**src/rtl/assert_macros.svh**
```systemverilog
// concurrent assertion helpers, compiled out for synthesis
`ifndef ASSERT_MACROS_SVH
`define ASSERT_MACROS_SVH

`ifndef SYNTHESIS

`define ASSERT_IMP(name, clk, rst, ante, cons) \
  name: assert property (@(posedge clk) disable iff (rst) (ante) |-> (cons)) \
    else $error("assertion failed");

`define ASSERT_NXT(name, clk, rst, ante, cons) \
  name: assert property (@(posedge clk) disable iff (rst) (ante) |=> (cons)) \
    else $error("assertion failed");

`else

`define ASSERT_IMP(name, clk, rst, ante, cons)

`define ASSERT_NXT(name, clk, rst, ante, cons)

`endif

`endif

```
**src/rtl/nps_pkg.sv**
```systemverilog
package nps_pkg;

  localparam int ROM_SIZE  = 71;
  localparam int ROM_W     = 23;
  localparam int ROM_IDX_W = 7;
  localparam int CMP_W     = 64;

  localparam logic [CMP_W-1:0] SIZE_CAP = 64'd2146435069;

  // prime size ladder, ascending
  localparam logic [ROM_W-1:0] SIZE_ROM [ROM_SIZE] = '{
    23'd3, 23'd7, 23'd17, 23'd23, 23'd29, 23'd37, 23'd47, 23'd59, 23'd71, 23'd89,
    23'd107, 23'd131, 23'd163, 23'd197, 23'd239, 23'd293, 23'd353, 23'd431,
    23'd521, 23'd631, 23'd761, 23'd919, 23'd1103, 23'd1327, 23'd1597, 23'd1931,
    23'd2333, 23'd2801, 23'd3371, 23'd4049, 23'd4861, 23'd5839, 23'd7013,
    23'd8419, 23'd10103, 23'd12143, 23'd14591, 23'd17519, 23'd21023, 23'd25229,
    23'd30293, 23'd36353, 23'd43627, 23'd52361, 23'd62851, 23'd75431, 23'd90523,
    23'd108631, 23'd130363, 23'd156437, 23'd187751, 23'd225307, 23'd270371,
    23'd324449, 23'd389357, 23'd467237, 23'd560689, 23'd672827, 23'd807403,
    23'd968897, 23'd1162687, 23'd1395263, 23'd1674319, 23'd2009191, 23'd2411033,
    23'd2893249, 23'd3471899, 23'd4166287, 23'd4999559, 23'd5999471, 23'd7199369
  };

endpackage

```
**src/rtl/next_prime_table_size.sv**
```systemverilog
`include "assert_macros.svh"

// Hash table size picker. Each word carries a value and an operation (get or
// expand); one result word comes back per input word. An expand whose doubled
// value crosses SIZE_CAP is answered with SIZE_CAP. Values up to the last
// ladder entry are answered by walking the prime ladder ROM one entry per
// cycle. Larger values run a trial-division search on one shared bit-serial
// remainder unit: each odd divisor takes VALUE_WIDTH+1 remainder steps, a
// check and a square test, for each odd candidate tried. The input is not
// ready while an item is being worked on; a finished result waits in the
// output register.
module next_prime_table_size #(
  parameter int VALUE_WIDTH   = 32,
  parameter int TABLE_ENTRIES = 71
) (
  input  logic clk,
  input  logic rst,
  input  logic s_axis_tvalid,
  output logic s_axis_tready,
  // value
  input  logic [((VALUE_WIDTH+7)/8)*8-1:0] s_axis_tdata,
  // operation
  input  logic [0:0] s_axis_tuser,
  output logic m_axis_tvalid,
  input  logic m_axis_tready,
  // prime
  output logic [((VALUE_WIDTH+8)/8)*8-1:0] m_axis_tdata,
  // not_found
  output logic [0:0] m_axis_tuser
);

  localparam int SW       = VALUE_WIDTH + 1;
  localparam int OUT_W    = ((VALUE_WIDTH + 8) / 8) * 8;
  localparam int CNT_W    = $clog2(SW);
  localparam int ROM_USED = (TABLE_ENTRIES < nps_pkg::ROM_SIZE) ?
                            TABLE_ENTRIES : nps_pkg::ROM_SIZE;
  localparam logic [SW-1:0] SEARCH_MASK = '1;
  localparam logic [nps_pkg::CMP_W-1:0] ROM_LAST =
    nps_pkg::CMP_W'(nps_pkg::SIZE_ROM[ROM_USED-1]);

  typedef enum logic [2:0] {
    S_IDLE, S_ROM, S_CAND, S_TEST, S_DIV, S_CHK, S_DONE
  } state_t;

  state_t                       state;
  logic [SW-1:0]                v;
  logic [nps_pkg::ROM_IDX_W-1:0] idx;
  logic [SW-1:0]                cand;
  logic [SW-1:0]                d;
  logic [SW:0]                  sq;
  logic [SW-1:0]                rem;
  logic [SW-1:0]                dvd;
  logic [CNT_W-1:0]             cnt;
  logic [SW-1:0]                res_prime;
  logic                         res_nf;
  logic [SW-1:0]                prime;
  logic                         not_found;

  logic [VALUE_WIDTH-1:0]       in_value;
  logic                         in_op;
  logic [SW-1:0]                in_dbl;
  logic [SW-1:0]                in_w;
  logic                         in_cap;
  logic [nps_pkg::CMP_W-1:0]    rom_entry;
  logic [SW:0]                  trial;
  logic                         trial_ge;
  logic [SW:0]                  sq_next;

  assign in_value = s_axis_tdata[VALUE_WIDTH-1:0];
  assign in_op    = s_axis_tuser[0];
  assign in_dbl   = {in_value, 1'b0};
  assign in_w     = in_op ? in_dbl : SW'(in_value);
  assign in_cap   = in_op
                  && (nps_pkg::CMP_W'(in_value) < nps_pkg::SIZE_CAP)
                  && (nps_pkg::SIZE_CAP < nps_pkg::CMP_W'(in_dbl));

  assign rom_entry = nps_pkg::CMP_W'(nps_pkg::SIZE_ROM[idx]);

  // shared remainder step: shift in next dividend bit, subtract divisor if it fits
  assign trial    = {rem, dvd[SW-1]};
  assign trial_ge = trial >= {1'b0, d};

  // (d+2)^2 = d^2 + 4d + 4
  assign sq_next = (SW+1)'(sq + {d, 2'b00} + (SW+2)'(4));

  assign s_axis_tready = (state == S_IDLE);
  assign m_axis_tdata  = OUT_W'(prime);
  assign m_axis_tuser  = not_found;

  always_ff @(posedge clk) begin
    if (rst) begin
      state         <= S_IDLE;
      m_axis_tvalid <= 1'b0;
    end else begin
      if (m_axis_tvalid && m_axis_tready && state != S_DONE) begin
        m_axis_tvalid <= 1'b0;
      end
      unique case (state)
        S_IDLE: begin
          if (s_axis_tvalid) begin
            v   <= in_w;
            idx <= '0;
            if (in_cap) begin
              res_prime <= nps_pkg::SIZE_CAP[SW-1:0];
              res_nf    <= 1'b0;
              state     <= S_DONE;
            end else if (nps_pkg::CMP_W'(in_w) <= ROM_LAST) begin
              state <= S_ROM;
            end else begin
              cand  <= in_w | SW'(1);
              state <= S_CAND;
            end
          end
        end
        S_ROM: begin
          if (rom_entry >= nps_pkg::CMP_W'(v)) begin
            res_prime <= rom_entry[SW-1:0];
            res_nf    <= 1'b0;
            state     <= S_DONE;
          end else begin
            idx <= idx + 1'b1;
          end
        end
        S_CAND: begin
          if (cand == SEARCH_MASK) begin
            res_prime <= '0;
            res_nf    <= 1'b1;
            state     <= S_DONE;
          end else begin
            d     <= SW'(3);
            sq    <= (SW+1)'(9);
            state <= S_TEST;
          end
        end
        S_TEST: begin
          if (sq > {1'b0, cand}) begin
            res_prime <= cand;
            res_nf    <= 1'b0;
            state     <= S_DONE;
          end else begin
            rem   <= '0;
            dvd   <= cand;
            cnt   <= '0;
            state <= S_DIV;
          end
        end
        S_DIV: begin
          rem <= trial_ge ? SW'(trial - {1'b0, d}) : trial[SW-1:0];
          dvd <= {dvd[SW-2:0], 1'b0};
          cnt <= cnt + 1'b1;
          if (cnt == CNT_W'(SW - 1)) begin
            state <= S_CHK;
          end
        end
        S_CHK: begin
          if (rem == '0) begin
            cand  <= cand + SW'(2);
            state <= S_CAND;
          end else begin
            d     <= d + SW'(2);
            sq    <= sq_next;
            state <= S_TEST;
          end
        end
        S_DONE: begin
          // load the output register once the previous word has left
          if (!m_axis_tvalid || m_axis_tready) begin
            prime         <= res_prime;
            not_found     <= res_nf;
            m_axis_tvalid <= 1'b1;
            state         <= S_IDLE;
          end
        end
        default: begin
          state <= S_IDLE;
        end
      endcase
    end
  end

  `ASSERT_IMP(a_div_odd, clk, rst, state == S_DIV, d[0] && d >= SW'(3))
  `ASSERT_IMP(a_rem_lt_d, clk, rst, state == S_DIV || state == S_CHK, rem < d)
  `ASSERT_IMP(a_cand_odd, clk, rst, state == S_TEST || state == S_CHK, cand[0])
  `ASSERT_IMP(a_nf_zero, clk, rst, m_axis_tvalid && m_axis_tuser[0], prime == '0)
  `ASSERT_NXT(a_busy, clk, rst, s_axis_tvalid && s_axis_tready, !s_axis_tready)

endmodule
```
**config.mk**
```make
export PLATFORM = sky130hd
export DESIGN_NAME = next_prime_table_size
export DESIGN_NICKNAME = d
export VERILOG_FILES = /design/src/rtl/nps_pkg.sv /design/src/rtl/next_prime_table_size.sv
export VERILOG_INCLUDE_DIRS = /design/src /design/src/rtl
export SDC_FILE = /design/constraint.sdc
export NUM_CORES = 1
export LEC_CHECK = 0
export BUFFER_PORTS_ARGS = -buffer_cell sky130_fd_sc_hd__clkbuf_2
export CAP_MARGIN = 40
export CORE_UTILIZATION = 38
export DETAILED_ROUTE_END_ITERATION = 10
export SYNTH_ARGS = -nofsm -noshare
export SYNTH_HDL_FRONTEND = slang
export SYNTH_SLANG_ARGS = --single-unit
```
**constraint.sdc**
```tcl
create_clock -name clk -period 8.1 [get_ports clk]
set_input_delay 1.62 -clock clk [delete_from_list [all_inputs] [get_ports clk]]
set_output_delay 1.62 -clock clk [all_outputs]
set_load 0.02 [all_outputs]
```
== After elaboration in Yosys (flattened, before gate mapping) ==
Memories as Yosys holds them, arrays and structs flattened.
Index checks and enable logic that the tools add are counted.

* Add/subtract/negate cells: 7
* Magnitude comparators: 7
* Equal/unequal tests: 23
* Multiplexer cells: 49
* Bitwise logic cells: 2
* Reductions and logical operators: 21

{| class="wikitable"
|+ Operator list
! kind !! number
|-
| 33-bit two-way mux || 15
|-
| 33-bit one-hot mux with 2 select lines || 4
|-
| 33-bit one-hot mux with 4 select lines || 1
|-
| 34-bit two-way mux || 2
|-
| 34-bit one-hot mux with 2 select lines || 1
|-
| 33-bit by 2-bit adder with 33-bit output (second input constant) || 2
|-
| 23-bit two-way mux || 2
|-
| 34-bit by 3-bit adder with 34-bit output (second input constant) || 1
|-
| 34-bit adder || 1
|-
| 34-bit by 33-bit greater-or-equal comparator with 1-bit output || 1
|-
| 34-bit by 33-bit > comparator with 1-bit output || 1
|-
| 33-bit equality test (second input constant) || 1
|-
| 23-bit by 33-bit greater-or-equal comparator with 1-bit output || 1
|-
| 33-bit by 23-bit less-or-equal comparator with 1-bit output (second input constant) || 1
|-
| 33-bit zero test || 1
|-
| 31-bit by 33-bit less-than comparator with 1-bit output (first input constant) || 1
|-
| 33-bit subtractor || 1
|-
| 32-bit by 31-bit less-than comparator with 1-bit output (second input constant) || 1
|-
| 2-bit inequality test (second input constant) || 13
|-
| 3-bit one-hot mux with 7 select lines || 1
|-
| 3-bit two-way mux || 6
|-
| 7-bit two-way mux || 2
|-
| 7-bit one-hot mux with 2 select lines || 1
|-
| 6-bit one-hot mux with 2 select lines || 1
|-
| 25 further kinds || 47
|}

* Bits in registers: 284
* Bits in read-only memories: 2,944
* Bits of input ports: 37
* Memories: 1

{| class="wikitable"
|+ Memories
! name !! words !! width !! read ports !! clocked after memory_dff !! wr ports !! RTL line !! text
|-
| (no name shown) || 128 || 23 || 1 || 0 || 0 || next_prime_table_size.sv:77 || <nowiki>assign rom_entry = nps_pkg::CMP_W'(nps_pkg::SIZE_ROM[idx]);</nowiki>
|}

== Longest topological paths before layout ==
* Depth in word-level cells: 7
* Gate-level depth with buffers: 19
* Depth with buffers taken out: 19

== Worst setup path before layout ==
Ideal clock, no wire load.

* Path kind: reg2reg
* Start: register cand[11]
* End: register cnt[0] (enable)
* Setup time: 526 ps
* Data arrival time: 5,640 ps
* Slack: 1,934 ps
* Stages on the path, launching flop included: 12
* Path buffers: 0
* Cells stage by stage: edfxtp_1 > inv_1 > ha_1 > a21o_1 > a21o_1 > a211o_1 > o211ai_1 > a31oi_1 > nor3_1 > nor2_1 > or3_1 > a21oi_1

* Longest elaborated chain between the ends: 3

{| class="wikitable"
|+ RTL lines
! item !! RTL line !! text
|-
| from (decl) || next_prime_table_size.sv:48 || <nowiki>logic [SW-1:0] cand;</nowiki>
|-
| from (signal assigned) || next_prime_table_size.sv:110 || <nowiki>cand <= in_w | SW'(1);</nowiki>
|-
| from (signal assigned) || next_prime_table_size.sv:157 || <nowiki>cand <= cand + SW'(2);</nowiki>
|-
| 34-bit by 33-bit > comparator with 1-bit output || next_prime_table_size.sv:136 || <nowiki>if (sq > {1'b0, cand}) begin</nowiki>
|-
| 2-bit inequality test (no line) || n/a ||
|-
| 3-bit AND reduction (no line) || n/a ||
|-
| to (signal assigned) || next_prime_table_size.sv:150 || <nowiki>cnt <= cnt + 1'b1;</nowiki>
|-
| to (decl) || next_prime_table_size.sv:53 || <nowiki>logic [CNT_W-1:0] cnt;</nowiki>
|}

Every way passes these cells.
A chain may end at the register's enable or synchronous reset.

== Worst setup path in the final report ==
* Start: register idx[3] (netlist bit)
* End: register idx[4] (netlist bit) (enable)

* Longest elaborated chain between the ends: 7

{| class="wikitable"
|+ RTL lines
! item !! RTL line !! text
|-
| from (decl) || next_prime_table_size.sv:47 || <nowiki>logic [nps_pkg::ROM_IDX_W-1:0] idx;</nowiki>
|-
| from (signal assigned) || next_prime_table_size.sv:121 || <nowiki>idx <= idx + 1'b1;</nowiki>
|-
| 7-bit NOT with 8-bit output (not written as such) || next_prime_table_size.sv:77 ||
|-
| memory read 128 x 23 bit || n/a ||
|-
| 23-bit two-way mux (not written as such) (2 in a row) || next_prime_table_size.sv:77 ||
|-
| 23-bit by 33-bit greater-or-equal comparator with 1-bit output || next_prime_table_size.sv:116 || <nowiki>if (rom_entry >= nps_pkg::CMP_W'(v)) begin</nowiki>
|-
| 2-bit inequality test (no line) || n/a ||
|-
| 4-bit AND reduction (no line) || n/a ||
|}

Every way passes these cells. The select of a mux whose other input is x is not followed.

==> flow_metrics.env <==
export IMPL_fin_crit_sh_pct=69.0
export IMPL_antenna_found_initial=0
export IMPL_synth_cell_type_count=88
export IMPL_num_rows=82
export IMPL_cts_path_max_buffers=3
export IMPL_drc=0
export IMPL_die_h_um=227
export IMPL_grt_max_degree=75
export IMPL_setup_violations=0
export IMPL_synth_avg_cell_area_um2=9.53
export IMPL_wl_per_cell_um=18.8
export IMPL_area_growth_pct=11.0
export IMPL_place_congestion=0.918
export IMPL_start_util_pct=38.5
export IMPL_die_area_um2=51700
export IMPL_hold_viol=0
export IMPL_ant_nets=0
export IMPL_cpMostUsedCell="o21ai_0"
export IMPL_slowest_delay_ns=0.73
export IMPL_grt_pass1_wl_mm=82.0
export IMPL_fin_crit_ns=5.59
export IMPL_path_clk_slew_ns=0.06
export IMPL_netlist_area_um2=19300
export IMPL_nets=2269
export IMPL_synthArstFlopShare_pct=0
export IMPL_clock_root_buffer="clkbuf_16"
export IMPL_crit_path_end_kind="flip-flop"
export IMPL_cts_resized_gates=0
export IMPL_tightest_slew_ns=0.871
export IMPL_ys_ff_latch=279
export IMPL_worstSkewPairLatency_ns=0.55
export IMPL_ys_flop_type="edfxtp_1"
export IMPL_yosysSeqAreaShare_pct=43.2
export IMPL_dr_pass1_iters=5
export IMPL_slowest_stage="clkinv_1"
export IMPL_htreeDepth=2
export IMPL_dpl_cell_area_um2=20400
export IMPL_synth_edf_count=275
export IMPL_path_max_fanout=59
export IMPL_die_x_um=227
export IMPL_status="finished, final reports clean"
export IMPL_path_delay_family="compound AO/OA/AOI/OAI gates"
export IMPL_rr_worst_depth=17
export IMPL_final_core_util_pct=42.7
export IMPL_whs_endpoint="prime[8]"
export IMPL_synth_cells=2026
export IMPL_synth_common_cells="275 x edfxtp_1, 226 x nand2_1, 199 x nor2_1"
export IMPL_peakVddDrop_v=0.000122
export IMPL_io_buffers=72
export IMPL_n_antenna_cell=0
export IMPL_path_buf_inv=2
export IMPL_grt_pass1_vias=14300
export IMPL_stdcell_area_um2=21400
export IMPL_stdcell_count=2767
export IMPL_drt_initial_drc_count=1178
export IMPL_via_per_inst=5.49
export IMPL_post_cts_setup_buffer_count=0
export IMPL_cp_cell_sequence="buf_4, clkinv_1, nor2_1, nand2_1, o31a_1, o21ai_0, a21oi_1, o21ai_0, ha_1, a21o_1, a21oi_1, o21ai_0, o21a_1, o31a_1, o21ai_0, nor2_1, nor2_1"
export IMPL_p_leak_nw=8.38
export IMPL_rsz0062_at_grt="no"
export IMPL_max_slew_margin_pct=41.7
export IMPL_max_cap_viol_count=0
export IMPL_synth_top_area_share_pct=42.7
export IMPL_holdCritPathClass="reg -> reg"
export IMPL_worstHoldStart="res_prime[8]"
export IMPL_holdWs_ns=0.412
export IMPL_cts_tree="yes"
export IMPL_dpl_hpwl_mm=38.3
export IMPL_clock_skew_ns=0.0354
export IMPL_synth_most_common_cell="edfxtp_1"
export IMPL_yosys_area_top_type="edfxtp_1"
export IMPL_coreArea_um2=50200
export IMPL_fmax_mhz=179
export IMPL_grt_usage_pct=20.2
export IMPL_synthTopCellsByArea="edfxtp_1 43%, ha_1 10%, nand2_1 4.4%"
export IMPL_vias=15200
export IMPL_critPathLaunchType="flip-flop"
export IMPL_layout_drive_gt1_share_pct=10.3
export IMPL_r2r_start="idx[3]"
export IMPL_cp_required_ns=8.24
export IMPL_numCtsBuffers=34
export IMPL_wl_mm=51.9
export IMPL_ys_warnings_count=0
export IMPL_boundaryPins=80
export IMPL_cts_sinks=279
export IMPL_powerDensity_nw_per_um2=301
export IMPL_ctsHoldBuffers=0
export IMPL_dpl_cell_count=2705
export IMPL_timing_rr_end="idx[4]"
export IMPL_tns_ns=0
export IMPL_criticalPathCategory="reg -> reg"
export IMPL_drv_slew=0
export IMPL_regToRegSetupSlack_ns=2.51
export IMPL_arrival_ns=5.74
export IMPL_grt_ovfl_total=0
export IMPL_worstSetupPathDepth=17
export IMPL_hold_depth=0
[worst register-to-register path, cell delays in order (launching register included)]
cell	delay, ns
edfxtp_1	0.31
buf_4	0.49
clkinv_1	0.76
nor2_1	0.58
nand2_1	0.16
o31a_1	0.15
o21ai_0	0.16
a21oi_1	0.13
o21ai_0	0.29
ha_1	0.31
a21o_1	0.18
a21oi_1	0.14
o21ai_0	0.13
o21a_1	0.20
o31a_1	0.10
o21ai_0	0.46
nor2_1	0.08
nor2_1	0.59
[power by group]
group	internal (mW)	switching [mW]
clock	0.838	0.645
combinational	1.01	1.84
sequential	1.97	0.160
total	3.82	2.64
[flip-flops by register name, summed over array words and instances, names as in the netlist, 6 cells and up]
name,count
res_prime,33
d,32
idx,7
cand,32
sq,31
dvd,33
prime,33
cnt,6
v,33
rem,33
[layout by cell type (no fill, tap or decap), types with 26 or more instances in the layout]
cell type,count
edfxtp_1,275
clkbuf_2,72
nand4_1,29
mux2_2,32
xnor2_1,89
clkbuf_16,35
nor3_1,43
o21ai_0,133
nor2_1,198
nand2_1,225
nand3_1,50
a21o_1,54
inv_1,119
and3_1,26
o21a_1,27
a21oi_1,147
ha_1,161
[metal layers]
metal / routed length (µm) / track usage [%] / vias up
li1: - / - / 7484
met5: 0 / 0 / -
met1: 24700 / 29.1 / 7193
met2: 23400 / 31.8 / 449
met4: 1000 / 4.76 / 0
met3: 2790 / 2.76 / 73
[through the flow]
step / power (mW) / setup slack, ns
global placement: 4.97 / 2.56
floorplan: 4.18 / 1.93
CTS: 6.49 / 2.53
detailed placement: 4.98 / 2.59
global route: 6.90 / 2.07
finish: 6.46 / 2.51
[cells by family (layout without fill, tap and decap cells)]
family          Yosys count  count (layout)  share of synthesized area, %
flops                   279             279                          43.2
fa+ha+maj               163             163                          10.6
mux                      57              57                          3.16
xor+xnor                108             108                          4.90
simple gates            701             701                          17.1
other cells               1               7                        0.0194
compound gates          501             501                          16.4
buf+inv                 216             279                          4.58
[worst max path at each step]
stage               startpoint     end  slack [ns]
finish                  idx[3]  idx[4]        2.51
global route            idx[1]  idx[4]        2.07
CTS                     idx[1]  idx[4]        2.53
detailed placement      idx[3]  idx[5]        2.59
global placement        idx[1]  idx[1]        2.56
floorplan             cand[11]  cnt[0]        1.93
[cell type report]
class                   instances  area [µm²]
clock buffers                  41         898
clock inverters                21         179
fillers                      4861       28700
inverters                     122         458
multi-input cells            1537       10200
flip-flops and latches        279        8340
well taps                     672         841
repair buffers                 95         553
Power figures use the tool's default switching activity.
